$ cat src/sv/rgb_blend_mode_unit_defines.svh
// ---------------------------------------------------------------------------
// RGB blend mode unit: assertion macros
// Concurrent assertion helpers, empty when synthesizing.
// ---------------------------------------------------------------------------
`ifndef RGB_BLEND_MODE_UNIT_DEFINES_SVH
`define RGB_BLEND_MODE_UNIT_DEFINES_SVH

`ifndef SYNTHESIS
// Check a property while reset is released
`define RBM_ASSERT(lbl, clk, rst_n, prop) \
    lbl: assert property (@(posedge clk) disable iff (!(rst_n)) (prop)) \
        else $error("rbm assertion failed");
// Check a property on every edge, reset included
`define RBM_ASSERT_ALWAYS(lbl, clk, prop) \
    lbl: assert property (@(posedge clk) (prop)) \
        else $error("rbm assertion failed");
`else
`define RBM_ASSERT(lbl, clk, rst_n, prop)
`define RBM_ASSERT_ALWAYS(lbl, clk, prop)
`endif

`endif

$ cat src/sv/rbm_pkg.sv
// ---------------------------------------------------------------------------
// RGB blend mode unit package
// Types and constants shared by the lanes, the merge stage and the top level.
// ---------------------------------------------------------------------------
package rbm_pkg;

    localparam int CHAN_W   = 8;
    localparam int SCALE_W  = 16;
    localparam int PROD_W   = CHAN_W + SCALE_W;
    localparam int NUM_LANE = 3;
    localparam int CFG_IDX_W = 1;
    localparam int CFG_DAT_W = SCALE_W;

    // Register indexes of the configuration port
    localparam logic [CFG_IDX_W-1:0] REG_BLEND_MODE   = 1'b0;
    localparam logic [CFG_IDX_W-1:0] REG_SCALE_FACTOR = 1'b1;

    localparam logic [SCALE_W-1:0] SCALE_RESET = 16'd256;
    localparam logic [CHAN_W-1:0]  CHAN_MAX    = 8'd255;

    typedef enum logic [1:0] {
        MODE_MULTIPLY = 2'd0,
        MODE_SUBTRACT = 2'd1,
        MODE_SCALE    = 2'd2,
        MODE_OVERLAY  = 2'd3
    } t_mode;

    // Control from the top level to every lane
    typedef struct packed {
        logic               load;
        t_mode              mode;
        logic [SCALE_W-1:0] scale;
    } t_lane_ctrl;

endpackage

$ cat src/sv/rbm_lane.sv
// ---------------------------------------------------------------------------
// RGB blend mode lane
// One color channel: operand select and multiply in a register stage, then
// divide by 510, rounding, saturation and overlay inversion after it.
// ---------------------------------------------------------------------------
module rbm_lane (
    input  logic                       i_clk,
    input  rbm_pkg::t_lane_ctrl        i_ctrl,
    input  logic [rbm_pkg::CHAN_W-1:0] i_top,
    input  logic [rbm_pkg::CHAN_W-1:0] i_bottom,
    output logic [rbm_pkg::CHAN_W-1:0] o_result
);
    import rbm_pkg::*;

    logic [CHAN_W-1:0]  w_x;
    logic [SCALE_W-1:0] w_y;
    logic [CHAN_W-1:0]  w_diff;
    logic [PROD_W-1:0]  r_prod;
    logic [PROD_W-1:0]  n_prod;
    logic               r_hi;

    logic [16:0]        w_num;
    logic [15:0]        w_half;
    logic [23:0]        w_recip;
    logic [CHAN_W-1:0]  w_q0;
    logic [16:0]        w_rem;
    logic [8:0]         w_quot;
    logic [CHAN_W-1:0]  w_q;
    logic [24:0]        w_scaled;

    // Select multiplier operands for the mode
    always_comb begin
        w_x    = i_top;
        w_y    = {{(SCALE_W-CHAN_W){1'b0}}, i_bottom};
        w_diff = (i_top > i_bottom) ? (i_top - i_bottom) : '0;
        case (i_ctrl.mode)
            MODE_SCALE: begin
                w_y = i_ctrl.scale;
            end
            MODE_OVERLAY: begin
                if (i_bottom[CHAN_W-1]) begin
                    w_x = CHAN_MAX - i_top;
                    w_y = {{(SCALE_W-CHAN_W){1'b0}}, CHAN_MAX - i_bottom};
                end
            end
            default: begin
            end
        endcase
        if (i_ctrl.mode == MODE_SUBTRACT) begin
            n_prod = {{(PROD_W-CHAN_W){1'b0}}, w_diff};
        end else begin
            n_prod = {{(PROD_W-CHAN_W){1'b0}}, w_x} * {{(PROD_W-SCALE_W){1'b0}}, w_y};
        end
    end

    // Hold the product while the pipeline stalls
    always_ff @(posedge i_clk) begin
        if (i_ctrl.load) begin
            r_prod <= n_prod;
            r_hi   <= i_bottom[CHAN_W-1];
        end
    end

    // Round-half-up divide by 255: (k*p + 255) / 510, k = 2 or 4
    always_comb begin
        if (i_ctrl.mode == MODE_OVERLAY) begin
            w_num = {r_prod[14:0], 2'b00} + 17'd255;
        end else begin
            w_num = {r_prod[15:0], 1'b0} + 17'd255;
        end
        w_half  = w_num[16:1];
        // Reciprocal estimate m*257/65536 is exact or one low
        w_recip = {w_half, 8'd0} + {8'd0, w_half};
        w_q0    = w_recip[23:16];
        w_rem   = {1'b0, w_half} - ({1'b0, w_q0, 8'd0} - {9'd0, w_q0});
        w_quot  = {1'b0, w_q0} + ((w_rem >= 17'd255) ? 9'd1 : 9'd0);
        w_q     = w_quot[7:0];
        w_scaled = {1'b0, r_prod} + 25'd128;
    end

    // Finish the channel for the active mode
    always_comb begin
        case (i_ctrl.mode)
            MODE_MULTIPLY: begin
                o_result = w_q;
            end
            MODE_SUBTRACT: begin
                o_result = r_prod[CHAN_W-1:0];
            end
            MODE_SCALE: begin
                o_result = (w_scaled[24:8] > 17'd255) ? CHAN_MAX : w_scaled[15:8];
            end
            MODE_OVERLAY: begin
                if (r_hi) begin
                    o_result = (w_q == CHAN_MAX) ? '0 : (CHAN_MAX - w_q);
                end else begin
                    o_result = w_q;
                end
            end
            default: begin
                o_result = w_q;
            end
        endcase
    end

endmodule

$ cat src/sv/rbm_merge.sv
// ---------------------------------------------------------------------------
// RGB blend mode merge stage
// Collects the three lane results and the equality flag into the output
// register and runs the master-side handshake.
// ---------------------------------------------------------------------------
module rbm_merge (
    input  logic                                       i_clk,
    input  logic                                       i_rst_n,
    input  logic                                       i_valid,
    input  logic [rbm_pkg::NUM_LANE*rbm_pkg::CHAN_W-1:0] i_lanes,
    input  logic                                       i_equal,
    output logic                                       o_take,
    output logic                                       o_m_axis_tvalid,
    input  logic                                       i_m_axis_tready,
    // tdata: out_red [7:0], out_green [15:8], out_blue [23:16]
    output logic [rbm_pkg::NUM_LANE*rbm_pkg::CHAN_W-1:0] o_m_axis_tdata,
    // tuser: pixels_equal [0]
    output logic                                       o_m_axis_tuser
);
    import rbm_pkg::*;

    logic                         r_valid;
    logic                         n_valid;
    logic [NUM_LANE*CHAN_W-1:0]   r_data;
    logic                         r_equal;

    // Load a new request when the register is empty or being drained
    assign o_take = !r_valid || i_m_axis_tready;

    always_comb begin
        n_valid = r_valid;
        if (o_take) begin
            n_valid = i_valid;
        end
    end

    always_ff @(posedge i_clk) begin
        if (!i_rst_n) begin
            r_valid <= 1'b0;
        end else begin
            r_valid <= n_valid;
        end
    end

    always_ff @(posedge i_clk) begin
        if (o_take) begin
            r_data  <= i_lanes;
            r_equal <= i_equal;
        end
    end

    assign o_m_axis_tvalid = r_valid;
    assign o_m_axis_tdata  = r_data;
    assign o_m_axis_tuser  = r_equal;

endmodule

$ cat src/sv/rgb_blend_mode_unit.sv
// ---------------------------------------------------------------------------
// RGB blend mode unit
// Per-channel RGB888 blend of a top and a bottom pixel in three lanes.
// ---------------------------------------------------------------------------
// Usage:
//   Slave stream carries one pixel pair per request: top red, green, blue
//   in tdata[23:0], bottom red, green, blue in tdata[47:24]. Master stream
//   returns the blended pixel in tdata[23:0] and the pixels-equal flag in
//   tuser. Each request gives exactly one result, in order.
//   Mode and scale factor are written through the plain write port
//   (index 0 blend mode, index 1 scale factor, 8.8 unsigned) while the
//   stream is idle.
// Pipeline:
//   Operand select and the 8x16 multiply per lane in the first stage, then
//   the divide-by-255 rounding ahead of the output register in the merge stage.
//   One pixel per clock sustained while tready stays high.
// Reset and stall:
//   Synchronous active-low reset empties the pipeline and loads mode
//   multiply and scale 1.0. While the receiver holds tready low the output
//   holds; an empty multiply stage still takes one more request while
//   tready is low.
// ---------------------------------------------------------------------------
`include "rgb_blend_mode_unit_defines.svh"

module rgb_blend_mode_unit (
    input  logic                           i_clk,
    input  logic                           i_rst_n,
    input  logic                           i_cfg_we,
    input  logic [rbm_pkg::CFG_IDX_W-1:0]  i_cfg_index,
    input  logic [rbm_pkg::CFG_DAT_W-1:0]  i_cfg_wdata,
    input  logic                           i_s_axis_tvalid,
    output logic                           o_s_axis_tready,
    // tdata: top_red [7:0], top_green [15:8], top_blue [23:16],
    //        bottom_red [31:24], bottom_green [39:32], bottom_blue [47:40]
    input  logic [2*rbm_pkg::NUM_LANE*rbm_pkg::CHAN_W-1:0] i_s_axis_tdata,
    output logic                           o_m_axis_tvalid,
    input  logic                           i_m_axis_tready,
    // tdata: out_red [7:0], out_green [15:8], out_blue [23:16]
    output logic [rbm_pkg::NUM_LANE*rbm_pkg::CHAN_W-1:0] o_m_axis_tdata,
    // tuser: pixels_equal [0]
    output logic                           o_m_axis_tuser
);
    import rbm_pkg::*;

    localparam int PIX_W = NUM_LANE * CHAN_W;

    t_mode                 r_mode;
    logic [SCALE_W-1:0]    r_scale;
    logic                  r_v1;
    logic                  n_v1;
    logic                  r_eq1;
    logic                  w_take;
    logic                  w_en1;
    logic                  w_in_fire;
    logic [PIX_W-1:0]      w_top;
    logic [PIX_W-1:0]      w_bottom;
    logic [PIX_W-1:0]      w_lanes;
    t_lane_ctrl            w_ctrl;

    // Configuration registers
    always_ff @(posedge i_clk) begin
        if (!i_rst_n) begin
            r_mode  <= MODE_MULTIPLY;
            r_scale <= SCALE_RESET;
        end else if (i_cfg_we) begin
            case (i_cfg_index)
                REG_BLEND_MODE:   r_mode  <= t_mode'(i_cfg_wdata[1:0]);
                REG_SCALE_FACTOR: r_scale <= i_cfg_wdata;
                default: begin
                end
            endcase
        end
    end

    assign w_top    = i_s_axis_tdata[PIX_W-1:0];
    assign w_bottom = i_s_axis_tdata[2*PIX_W-1:PIX_W];

    // Advance the multiply stage when it is empty or the merge takes it
    assign w_en1           = !r_v1 || w_take;
    assign o_s_axis_tready = w_en1;
    assign w_in_fire       = i_s_axis_tvalid && w_en1;

    always_comb begin
        n_v1 = r_v1;
        if (w_en1) begin
            n_v1 = i_s_axis_tvalid;
        end
    end

    always_ff @(posedge i_clk) begin
        if (!i_rst_n) begin
            r_v1 <= 1'b0;
        end else begin
            r_v1 <= n_v1;
        end
    end

    always_ff @(posedge i_clk) begin
        if (w_en1) begin
            r_eq1 <= (w_top == w_bottom);
        end
    end

    assign w_ctrl.load  = w_en1;
    assign w_ctrl.mode  = r_mode;
    assign w_ctrl.scale = r_scale;

    // One lane per color channel
    for (genvar g = 0; g < NUM_LANE; g++) begin : g_lane
        rbm_lane u_lane (
            .i_clk    (i_clk),
            .i_ctrl   (w_ctrl),
            .i_top    (w_top[g*CHAN_W +: CHAN_W]),
            .i_bottom (w_bottom[g*CHAN_W +: CHAN_W]),
            .o_result (w_lanes[g*CHAN_W +: CHAN_W])
        );
    end

    rbm_merge u_merge (
        .i_clk           (i_clk),
        .i_rst_n         (i_rst_n),
        .i_valid         (r_v1),
        .i_lanes         (w_lanes),
        .i_equal         (r_eq1),
        .o_take          (w_take),
        .o_m_axis_tvalid (o_m_axis_tvalid),
        .i_m_axis_tready (i_m_axis_tready),
        .o_m_axis_tdata  (o_m_axis_tdata),
        .o_m_axis_tuser  (o_m_axis_tuser)
    );

    // A stalled multiply stage keeps its request
    `RBM_ASSERT(a_stage_hold, i_clk, i_rst_n, r_v1 && !w_take |=> r_v1)
    // An accepted request always lands in the multiply stage
    `RBM_ASSERT(a_fire_lands, i_clk, i_rst_n, w_in_fire |=> r_v1)
    // Reset leaves no result on the output
    `RBM_ASSERT_ALWAYS(a_reset_empty, i_clk, !i_rst_n |=> !o_m_axis_tvalid && !r_v1)

endmodule

$ cat config.mk
export PLATFORM = sky130hd
export DESIGN_NAME = rgb_blend_mode_unit
export DESIGN_NICKNAME = d
export VERILOG_FILES = /design/src/sv/rbm_pkg.sv /design/src/sv/rbm_lane.sv /design/src/sv/rbm_merge.sv /design/src/sv/rgb_blend_mode_unit.sv
export VERILOG_INCLUDE_DIRS = /design/src /design/src/sv
export SDC_FILE = /design/constraint.sdc
export NUM_CORES = 1
export LEC_CHECK = 0
export ABC_AREA = 1
export BUFFER_PORTS_ARGS = -buffer_cell sky130_fd_sc_hd__buf_4
export CAP_MARGIN = 40
export CORE_AREA = 4 4 236 238
export CTS_BUF_LIST = sky130_fd_sc_hd__clkbuf_4 sky130_fd_sc_hd__clkbuf_8
export DETAILED_ROUTE_END_ITERATION = 8
export DIE_AREA = 0 0 240 242
export PLACE_DENSITY = 0.69
export SKIP_LAST_GASP = 1
export SYNTH_ARGS = -nofsm -noshare
export SYNTH_HDL_FRONTEND = slang
export SYNTH_SLANG_ARGS = --single-unit
export TNS_END_PERCENT = 50
$ cat constraint.sdc
create_clock -name i_clk -period 6.35 [get_ports i_clk]
set_input_delay 0.9525 -clock i_clk [delete_from_list [all_inputs] [get_ports i_clk]]
set_output_delay 0.9525 -clock i_clk [all_outputs]
set_load 0.05 [all_outputs]
-- Word-level counts from Yosys, hierarchy flattened
Index checks and enable logic that the tools add are counted.
Widths: inputs -> output; s select.
- register bits: 121
- input bits: 70
- output and inout bits: 27
- word-level logic and storage cells: 112
- add/sub/neg operators: 33
- multipliers: 3
- $lt $le $gt $ge: 9
- eq/ne operators: 7
- mux-type cells: 36
- bitwise gates (word level): 1
- reduce and logical (&&, ||, !) cells: 7
- operator list (operator ; number):
    $mux 8 ; 24
    $add 17x8->17 const B ; 6
    $pmux 16 s2 ; 3
    $pmux 8 s4 ; 3
    $add 24x8->25 const B ; 3
    $add 24x16->24 ; 3
    $mul 8x16->24 ; 3
    $sub 8x8->8 const A ; 9
    $ge 17x8->1 const B ; 3
    $gt 17x8->1 const B ; 3
    $mux 17 ; 3
    $sub 16x17->17 ; 3
    $sub 16x8->17 ; 3
    $add 8x8->8 ; 3
    $eq 24x24->1 ; 1
    $eq 8x8->1 const B ; 3
    $gt 8x8->1 ; 3
    $sub 8x8->8 ; 3
    $eq 2x2->1 const B ; 2
    $reduce_and 2->1 ; 2
    $mux 1 ; 3
    $eq 2x1->1 const B ; 1
    $logic_not 1->1 ; 2
    $logic_not 2->1 ; 1
    other kinds (2) ; 3

-- Depth between registers and ports, before layout
Gate-level depths: netlist of the first run.
- depth after elaboration: 12
- gate-level depth with buffers: 47
- depth with buffers taken out: 47

-- By module
From an unflattened synthesis of the first run, not the netlist that was laid out.
- cells, all modules: 4187
- area, all modules: 28310.9 um^2
- modules (own cells, without submodules) (module ; times used ; cells each ; area each (um^2)):
    rbm_lane at g_lane[2].u_lane ; 1 ; 1356 ; 8976.1
    rbm_lane at g_lane[1].u_lane ; 1 ; 1306 ; 8700.8
    rbm_lane at g_lane[0].u_lane ; 1 ; 1305 ; 8692.1
    rgb_blend_mode_unit ; 1 ; 189 ; 1144.8
    rbm_merge ; 1 ; 31 ; 797.0

-- Least setup slack after synthesis of the first run
No wires, ideal clock.
- path kind: in2reg
- start: input i_s_axis_tdata[31] (netlist bit)
- end: register g_lane[0].u_lane.r_prod[17] (data pin)
- library setup time: 0.257 ns
- data arrival time: 5.581 ns
- required time: 6.093 ns
- setup slack: 0.513 ns
- stages on the path: 19
- path buffers: 2
- cells stage by stage: clkbuf_1 > inv_1 > ha_1 > o21ai_2 > buf_2 > nand2_1 > fa_1 > inv_1 > fa_1 > fa_1 > fa_1 > ha_1 > nand2_1 > nor2_1 > inv_1 > o21ai_0 > nand3_1 > a21boi_0 > nor2_1
- cells in the longest elaborated chain, start to end: 4
- elaborated cells on any way between the ends: 6
- those cells by class: 1 x add/sub; 1 x mul; 4 x mux
- ends and longest elaborated chain (element ; line ; RTL):
    from (decl) ; rgb_blend_mode_unit.sv:35 ; input logic [2*rbm_pkg::NUM_LANE*rbm_pkg::CHAN_W-1:0] i_s_axis_tdata,
    $sub 8x8->8 ; rbm_lane.sv:43 ; w_y = {{(SCALE_W-CHAN_W){1'b0}}, CHAN_MAX - i_bottom};
    $mux 8 ; rbm_lane.sv:41 ; if (i_bottom[CHAN_W-1]) begin
    $pmux 16 s2 ; rbm_lane.sv:36 ; case (i_ctrl.mode)
    $mul 8x16->24 * ; rbm_lane.sv:52 ; n_prod = {{(PROD_W-CHAN_W){1'b0}}, w_x} * {{(PROD_W-SCALE_W){1'b0}}, w_y};
    to (signal assigned) ; rbm_lane.sv:59 ; r_prod <= n_prod;
    to (decl) ; rbm_lane.sv:18 ; logic [PROD_W-1:0] r_prod;
Mark *: on every way between the ends. The rest lies on a longest branch, timed or not.
A chain may end at the register's enable or synchronous reset.

-- Final worst setup path of the first run
- start: register g_lane[2].u_lane.r_prod[1]
- end: register u_merge.r_data[20] (netlist: u_merge.o_m_axis_tdata[20]) (data pin)
- cells in the longest elaborated chain, start to end: 12
- elaborated cells on any way between the ends: 17
- those cells by class: 8 x add/sub; 2 x order compare; 1 x eq/ne; 6 x mux
- ends and longest elaborated chain (element ; line ; RTL):
    from (decl) ; rbm_lane.sv:18 ;
    from (signal assigned) ; rbm_lane.sv:59 ;
    $add 17x8->17, on equally long branches ; rbm_lane.sv:69, rbm_lane.sv:67 ;
    $mux 17 ; rbm_lane.sv:66 ; if (i_ctrl.mode == MODE_OVERLAY) begin
    $add 24x16->24 ; rbm_lane.sv:73 ; w_recip = {w_half, 8'd0} + {8'd0, w_half};
    $sub 16x8->17 ; rbm_lane.sv:75 ; w_rem = {1'b0, w_half} - ({1'b0, w_q0, 8'd0} - {9'd0, w_q0});
    $sub 16x17->17 ; rbm_lane.sv:75 ;
    $ge 17x8->1 ; rbm_lane.sv:76 ; w_quot = {1'b0, w_q0} + ((w_rem >= 17'd255) ? 9'd1 : 9'd0);
    $mux 1 ; rbm_lane.sv:76 ;
    $add 8x8->8 ; rbm_lane.sv:76 ;
    $sub 8x8->8 or $eq 8x8->1 (tied branches) ; rbm_lane.sv:95 ; o_result = (w_q == CHAN_MAX) ? '0 : (CHAN_MAX - w_q);
    $mux 8 ; rbm_lane.sv:95 ;
    $mux 8 ; rbm_lane.sv:94 ; if (r_hi) begin
    $pmux 8 s4 * ; rbm_lane.sv:83 ; case (i_ctrl.mode)
    via g_lane[2].u_lane.o_result, one bit ; rbm_lane.sv:11 ; output logic [rbm_pkg::CHAN_W-1:0] o_result
    to (signal assigned) ; rbm_merge.sv:47 ; r_data <= i_lanes;
    to (decl) ; rbm_merge.sv:24 ; logic [NUM_LANE*CHAN_W-1:0] r_data;
Mark *: on every way through the listed nets, which the timed path passes. The rest lies on a longest branch.

==> results of run 1 <==
[cells in the final DEF, fill, tap and decap left out, types with 20 or more instances in the layout]
cell / instances
sky130_fd_sc_hd__nand3_1: 231
sky130_fd_sc_hd__nand2_2: 34
sky130_fd_sc_hd__fa_1: 255
sky130_fd_sc_hd__xor2_1: 75
sky130_fd_sc_hd__edfxtp_1: 101
sky130_fd_sc_hd__inv_1: 765
sky130_fd_sc_hd__dfxtp_1: 20
sky130_fd_sc_hd__o21ai_0: 213
sky130_fd_sc_hd__a21oi_1: 229
sky130_fd_sc_hd__xor2_2: 20
sky130_fd_sc_hd__nor2_1: 325
sky130_fd_sc_hd__inv_2: 64
sky130_fd_sc_hd__o21ai_1: 28
sky130_fd_sc_hd__nor3_1: 21
sky130_fd_sc_hd__nor2_2: 37
sky130_fd_sc_hd__nand4_1: 95
sky130_fd_sc_hd__ha_1: 254
sky130_fd_sc_hd__nor2_4: 23
sky130_fd_sc_hd__a21oi_2: 26
sky130_fd_sc_hd__nand2_1: 1002
sky130_fd_sc_hd__buf_4: 202
[state kept, by name, indices dropped and copies added (netlist names)]
signal                   count
r_mode                       2
u_merge.o_m_axis_tdata      24
r_v1                         1
g_lane.u_lane.r_prod        72
g_lane.u_lane.r_hi           3
r_eq1                        1
r_scale                     16
u_merge.o_m_axis_tvalid      1
u_merge.o_m_axis_tuser       1
[cells by family (layout without fill, tap and decap cells)]
family	count (synthesis)	count (layout)
flops	121	121
buf+inv	916	1075
xor+xnor	114	114
other cells	0	3
simple gates	1843	1843
compound gates	607	607
fa+ha+maj	537	537
[worst max-delay path, delay by kind of cell (launching register included)]
kind            cells  cell delay (ps)
fa+ha+maj           7             1810
buf+inv             8              670
simple gates       20             2060
flops               1              390
xor+xnor            2              400
compound gates      3              360
[through the flow]
stage	instances	area (µm²)	hold slack, ps	total power, W	TNS (ps)
finish	4996	31200	432	0.0176	0
floorplan	4138	28100	400	0.0122	0
global route	4994	31200	443	0.0197	-360
global placement	4925	30000	405	0.0155	0
detailed placement	4929	30000	415	0.0155	0
CTS	4961	30500	434	0.0165	0
[cell type report]
type | count | area share (%)
multi-input cells | 3101 | 69.5
flip-flops and latches | 121 | 11.0
inverters | 836 | 10.1
repair buffers | 207 | 5.15
well taps | 696 | 2.79
clock buffers | 18 | 0.773
clock inverters | 14 | 0.697
diodes | 3 | 0.0240
[report_power, final]
group | switching, W | internal [W]
logic | 0.00962 | 0.00562
registers | 0.000247 | 0.00129
clock network | 0.000360 | 0.000473
[timing repair]
action,CTS,global route
hold buffers,0,0
endpoints found under the setup margin,0,23
resized for setup,0,127
buffers inserted,0,32
[per-layer routing]
metal / GRT usage, % / vias to the layer above
li1: - / 13500
met1: 39.9 / 12600
met2: 41.8 / 901
met3: 4.10 / 105
met4: 6.69 / 0
met5: 0 / -
[worst paths after layout]
kind | from | to | depth (start not counted)
worst max-delay path | g_lane[2].u_lane.r_prod[1] | u_merge.o_m_axis_tdata[20] | 40
worst min-delay path | r_eq1 | u_merge.o_m_axis_tuser | 0
worst max register to register | g_lane[2].u_lane.r_prod[1] | u_merge.o_m_axis_tdata[20] | 40
worst min register to register | r_eq1 | u_merge.o_m_axis_tuser | 0
==> PnR_summary.wiki, run 1 <==
{| class="wikitable"
! Metric !! Value
|-
| Run status || finished, final reports clean
|-
| Setup slack on the worst flop-to-flop path || roughly 410 ps
|-
| Number of H-tree branching levels || 4
|-
| Max-cap violation count || 0
|-
| Total area of multi-input combinational cells || ~22000 µm²
|-
| Row Count || 85
|-
| Chip Width || approximately 240 µm
|-
| Clock insertion delay at the later pin of the skew report || roughly 520 ps
|-
| Layout overhead on the synthesized area || 11.1%
|-
| Type of the worst setup path || flop to flop
|-
| Crit path max-delay cell type || sky130_fd_sc_hd__edfxtp_1
|-
| Worst path most repeated cell || sky130_fd_sc_hd__nand2_1
|-
| Overall via count from detail_route || around 27000
|-
| Number of distinct library cells after synthesis || slightly below 60
|-
| Area fraction of the dominant cell type after synthesis || 18.2%
|-
| Post-route DRC violation count || 0
|-
| Cell at the root of the clock tree || sky130_fd_sc_hd__clkbuf_8
|-
| Vias per Instance || 5.41
|-
| Number of synthesized flops with an enable pin || slightly above 100
|-
| Fill count || 5194
|-
| Data arrival at the endpoint of the critical path || just over 6000 ps
|-
| Worst Slack Setup Final || about 410 ps
|-
| All-Layer GR Usage || 27.1%
|-
| Antenna-violating nets left || 0
|-
| Number of buffers created by CTS || 17
|-
| Largest net degree at the start of global routing || 48
|-
| Most frequently used cell type in the post-synthesis netlist || sky130_fd_sc_hd__nand2_1
|-
| Top metal layer carrying routed signals || met4
|-
| Worst hold-check path type || flop to flop
|-
| Seq cells post-synth || 121
|-
| Final routed wire length divided by cell count || 15.8 µm
|-
| Share of layout cells above drive strength 1 || 12.6%
|-
| Full die area || 58100 µm²
|-
| Reg area || between 3000 and 4000 µm²
|-
| Share of flip-flops with an asynchronous set or reset || 0%
|-
| Setup repair after global routing missed its margin || yes
|-
| Number of nets in the final layout || 4891
|-
| Fin crit share || between 90% and 100%
|-
| Time the worst path needs with I/O delays and setup || between 5000 and 6000 ps
|-
| Routed length on met3 || between 5000 and 6000 µm
|-
| Worst clock skew || about 24 ps
|-
| Sequential area share after synthesis || ~12%
|-
| Post-synthesis xor/xnor area fraction || between 3 and 4%
|-
| Main combinational cell family by area after synthesis || adder cells
|-
| Placeable core region || around 54000 µm²
|-
| TritonCTS clock tree || done
|-
| Final Hold Vio Count || 0
|-
| Avg Inst Size Synth || between 6 and 7 µm²
|-
| Nature of the critical path endpoint || flop
|-
| Fin. max-slew vios || 0
|-
| Final HPWL from detailed placement || around 66000 µm
|-
| Slew of the pin with the lowest slew margin || roughly 860 ps
|-
| Starting Density || 52.4%
|-
| Input/output buffers || 96
|-
| Met2 wire length || 34900 µm
|-
| Wire length of the first global-routing pass || ~130000 µm
|-
| Maximum clock frequency || between 0.15 and 0.2 GHz
|-
| Power Dens Cells || 564 nW/µm²
|-
| Clock transition at path regs || ~100 ps
|-
| Number of nets produced by synthesis || around 4700
|-
| Worst Setup Slack post-DPL || approximately 120 ps
|-
| Data required time of the worst path || about 6600 ps
|-
| Remaining Overflow, GRT || 0
|-
| Gpl congestion || between 0.9 and 1
|-
| Met1 wire length || approximately 37000 µm
|-
| Total wire length || a little under 80000 µm
|-
| Delay of the slowest cell on the worst path || around 400 ps
|-
| List of most frequent post-synthesis cells || 1017 x sky130_fd_sc_hd__nand2_1, 770 x sky130_fd_sc_hd__inv_1, 346 x sky130_fd_sc_hd__nor2_1
|-
| Maximum fanout count along the critical path || 5
|-
| Portion of netlist area occupied by mux cells || 0%
|-
| Final core utilization || between 50 and 60%
|-
| Top cells by area in the synthesized netlist || sky130_fd_sc_hd__fa_1 18%, sky130_fd_sc_hd__nand2_1 14%, sky130_fd_sc_hd__ha_1 13%, sky130_fd_sc_hd__edfxtp_1 11%, sky130_fd_sc_hd__inv_1 10%
|-
| Total of warnings raised by yosys || 0
|-
| Detailed-router iteration count before antenna repair || 8
|-
| Worst IR Drop VDD || approximately 0.00041 V
|-
| Number of ports placed on the die boundary || slightly below 100
|-
| Fraction of the mapped netlist area in compound gates || around an eighth
|-
| Worst-case headroom to the max-slew limit || between 40% and 50%
|-
| TritonCTS sink count || between 100 and 150
|-
| Cell taking the most area after synthesis || sky130_fd_sc_hd__fa_1
|-
| Max Buffers Root-to-Sink || 2
|-
| Die height || 242 µm
|-
| Number of DRC markers in iteration 0 || about 2300
|-
| Initial antenna violation count || 3
|-
| Share of synthesized cell area in full adder, half adder and majority cells || ~30%
|-
| Instance count of the mapped netlist || between 4000 and 5000
|-
| Number of global-route vias before repair || approximately 25000
|-
| Simple-gate area share of the yosys netlist || between 20 and 30%
|-
| Main synth FF type || sky130_fd_sc_hd__edfxtp_1
|-
| Startpoint type of the worst setup path || flop
|-
| Leakage power || around 16 nW
|-
| Number of failing setup endpoints in the final timing report || 0
|-
| Combined area of all synthesized cells || roughly 28000 µm²
|}
Power figures use the tool's default switching activity.
==> run 2, diff against run 1 <==
ABC_CLOCK_PERIOD_IN_PS = 6350   (was unset)
CORE_AREA = 4 4 237 239   (was 4 4 236 238)
DIE_AREA = 0 0 241 243   (was 0 0 240 242)
SYNTH_HIERARCHICAL = 1   (was unset)
==> run 2 against run 1 <==
Against the previous run: worst hold slack improved by 55 ps; final cell count rose by 1.7%; flip-flop and latch count did not move; clock-buffer cell count did not move; largest power group unchanged; setup slack got worse by 85 ps; critical endpoint is now g_lane[0].u_lane/r_prod[20]; global-route usage rose by 0.61 points; first-iteration DRC count fell by 0.48%; core utilization rose by 0.13 points; register-to-register slack got worse by 80 ps; sequential share of layout area fell by 0.064 points; sequential power rose by 3%; clock skew barely moved.
==> PnR_summary.wiki, run 2 <==
{| class="wikitable"
! Metric !! Value
|-
| Run status || finished, final reports clean
|-
| All-Layer GR Usage || ~28%
|-
| Full die area || ~60000 µm²
|-
| PnR Total Power || 0.0172 W
|-
| Die height || roughly 240 µm
|-
| Setup repair after global routing missed its margin || yes
|-
| Remaining Overflow, GRT || 0
|-
| Number of distinct library cells after synthesis || 62
|-
| List of most frequent post-synthesis cells || 1019 x sky130_fd_sc_hd__nand2_1, 817 x sky130_fd_sc_hd__inv_1, 420 x sky130_fd_sc_hd__nor2_1
|-
| Max Buffers Root-to-Sink || 2
|-
| Most frequently used cell type in the post-synthesis netlist || sky130_fd_sc_hd__nand2_1
|-
| Nature of the critical path endpoint || flop
|-
| Maximum fanout count along the critical path || 22
|-
| Leakage power || around 17 nW
|-
| Starting Density || a little over half
|-
| Time the worst path needs with I/O delays and setup || between 6000 and 7000 ps
|-
| Cell at the root of the clock tree || sky130_fd_sc_hd__clkbuf_8
|-
| Number of nets produced by synthesis || 4794
|-
| Hold bufs inserted after CTS || 0
|-
| Fin. max-slew vios || 0
|-
| # placed instances || 5013
|-
| Number of failing setup endpoints in the final timing report || 0
|-
| Combined area of all synthesized cells || roughly 28000 µm²
|-
| Largest net degree at the start of global routing || 45
|-
| Total wire length || 80600 µm
|-
| Gpl congestion || 0.964
|-
| Detailed-router iteration count before antenna repair || 5
|-
| Share of flip-flops with an asynchronous set or reset || 0%
|-
| Top cells by area in the synthesized netlist || sky130_fd_sc_hd__fa_1 18%, sky130_fd_sc_hd__nand2_1 14%, sky130_fd_sc_hd__ha_1 12%, sky130_fd_sc_hd__inv_1 11%, sky130_fd_sc_hd__edfxtp_1 11%
|-
| Largest reg by FF count || g_lane.u_lane/r_prod
|-
| Final routed wire length divided by cell count || about 16 µm
|-
| Final Hold Vio Count || 0
|-
| Clock insertion delay at the later pin of the skew report || about 540 ps
|-
| Wire length of the first global-routing pass || 132000 µm
|-
| Final HPWL from detailed placement || around 67000 µm
|-
| Antenna-violating nets left || 0
|-
| Worst IR Drop VDD || 0.000459 V
|-
| Number of global-route vias before repair || 25800
|-
| Clock transition at path regs || 90 ps
|-
| Avg Inst Size Synth || roughly 6.8 µm²
|-
| Data arrival at the endpoint of the critical path || around 6300 ps
|-
| Row Count || between 80 and 90
|-
| Largest register FFs || slightly above 70
|-
| Type of the worst setup path || flop to flop
|-
| Seq cells post-synth || 121
|-
| Max-cap violation count || 0
|-
| Layout overhead on the synthesized area || 11.0%
|-
| Data required time of the worst path || 6620 ps
|-
| Post-route DRC violation count || 0
|-
| Number of nets in the final layout || about 5000
|-
| Worst hold-check path type || flop to flop
|-
| Placeable core region || ~54000 µm²
|-
| Slew of the pin with the lowest slew margin || a little under 800 ps
|-
| Sequential area share after synthesis || 12.1%
|-
| Fin crit share || a little over nine tenths
|-
| Vias per Instance || ~5.3
|-
| Most frequent cells in the layout || 1001 x sky130_fd_sc_hd__nand2_1, 808 x sky130_fd_sc_hd__inv_1, 407 x sky130_fd_sc_hd__nor2_1
|-
| TritonCTS sink count || ~120
|-
| Number of synthesized flops with an enable pin || 101
|-
| Instance count of the mapped netlist || ~4200
|-
| Number of buffers created by CTS || 17
|-
| Main synth FF type || sky130_fd_sc_hd__edfxtp_1
|-
| Power Dens Cells || about 550 nW/µm²
|-
| TritonCTS clock tree || done
|-
| Overall via count from detail_route || roughly 27000
|-
| Worst clock skew || about 24 ps
|-
| Number of ports placed on the die boundary || just under 100
|-
| Chip Width || 241 µm
|-
| Number of DRC markers in iteration 0 || 2273
|-
| Maximum clock frequency || roughly 0.17 GHz
|-
| Input/output buffers || 96
|-
| Cell taking the most area after synthesis || sky130_fd_sc_hd__fa_1
|-
| Worst-case headroom to the max-slew limit || a little under half
|-
| Area fraction of the dominant cell type after synthesis || between 10% and 20%
|-
| Most common library cell in the layout ignoring fill and taps || sky130_fd_sc_hd__nand2_1
|-
| Number of standard cells in the final layout excluding fillers || between 5000 and 6000
|-
| Share of layout cells above drive strength 1 || ~11%
|-
| Number of H-tree branching levels || 4
|-
| Initial antenna violation count || 1
|-
| Total of warnings raised by yosys || 6
|-
| Startpoint type of the worst setup path || flop
|}
## run 2: changes by cell type after synthesis, moves of 13 or more
| cell | before | now |
|---|---|---|
| sky130_fd_sc_hd__nor3_1 | 23 | 36 |
| sky130_fd_sc_hd__nor2_1 | 346 | 420 |
| sky130_fd_sc_hd__xnor2_1 | 19 | 49 |
| sky130_fd_sc_hd__xor2_1 | 80 | 102 |
| sky130_fd_sc_hd__nand4_1 | 95 | 74 |
| sky130_fd_sc_hd__inv_2 | 60 | 30 |
| sky130_fd_sc_hd__a21oi_1 | 254 | 224 |
| sky130_fd_sc_hd__o21ai_0 | 226 | 193 |
| sky130_fd_sc_hd__inv_1 | 770 | 817 |
| sky130_fd_sc_hd__clkbuf_1 | 40 | 22 |
## run 2: stage by stage
stage / util [%] / hold slack, ps / worst slack [ps] / instance area (µm²) / TNS (ps)
finish: 58.4 / 487 / 325 / 31400 / 0
global route: 58.4 / 494 / -101 / 31400 / -344
CTS: 57.0 / 486 / 51.7 / 30700 / 0
detailed placement: 56.4 / 465 / 108 / 30300 / 0
global placement: 56.4 / 463 / 146 / 30300 / 0
floorplan: - / 400 / 603 / 28300 / 0
## run 2: power by group
group	leakage, nW	switching (W)	internal, W
Sequential	1.29	0.000284	0.00130
Combinational	15.6	0.00942	0.00551
Clock	0.186	0.000387	0.000281
Total	17.1	0.0101	0.00710
## run 2: kinds of logic (layout without fill, tap and decap cells)
family,after synthesis,count (layout),share of synthesized area [%]
AND/OR/NAND/NOR,1921,1921,29.5
buffers and inverters,913,1112,12.4
AO/OA/AOI/OAI,538,538,10.5
adder cells (fa/ha/maj),537,537,30.5
XOR/XNOR,157,157,5.02
flip-flops,121,121,12.1
other,0,1,0
## run 2: final timing paths
check	cells after the start	to	startpoint	slack, ps
min reg2reg	0	u_merge/o_m_axis_tuser	r_eq1	490
max reg2reg	20	g_lane[0].u_lane/r_prod[20]	r_mode[0]	330
min	0	u_merge/o_m_axis_tuser	r_eq1	490
max	20	g_lane[0].u_lane/r_prod[20]	r_mode[0]	330
## run 2: final cells by class
cell class                      count  area, µm²
Clock inverter                     14        108
Clock buffer                       18        241
Inverter                          859       3240
Tap cell                          696        871
Fill cell                        5245      22400
Timing Repair Buffer              221       1680
Sequential cell                   121       3430
Multi-Input combinational cell   3153      21800
Antenna cell                        1       2.50
## run 2: layer usage
metal / share of wire [%] / global-route usage (%)
met1: 46 / 40.6
met2: 44 / 42.4
met5: 0 / 0
met3: 6.5 / 3.80
met4: 3.3 / 8.56
## run 2: what timing repair did
action,in CTS,in global routing
setup buffers,0,37
endpoints found under the setup margin,0,35
resized for setup,0,121
## run 2: critical path, cell delays in order, from the launching register on
cell	delay, ps
sky130_fd_sc_hd__dfxtp_1	380
sky130_fd_sc_hd__buf_12	190
sky130_fd_sc_hd__nand2_1	140
sky130_fd_sc_hd__buf_4	260
sky130_fd_sc_hd__nor2_4	260
sky130_fd_sc_hd__xnor2_1	230
sky130_fd_sc_hd__clkinv_1	320
sky130_fd_sc_hd__buf_4	260
sky130_fd_sc_hd__nand2_1	50
sky130_fd_sc_hd__inv_1	50
sky130_fd_sc_hd__fa_1	540
sky130_fd_sc_hd__fa_1	440
sky130_fd_sc_hd__fa_1	520
sky130_fd_sc_hd__fa_1	500
sky130_fd_sc_hd__ha_1	400
sky130_fd_sc_hd__a21oi_1	290
sky130_fd_sc_hd__o21ai_0	190
sky130_fd_sc_hd__a221oi_1	360
sky130_fd_sc_hd__nand3_1	150
sky130_fd_sc_hd__o21ai_0	170
sky130_fd_sc_hd__a21oi_1	60
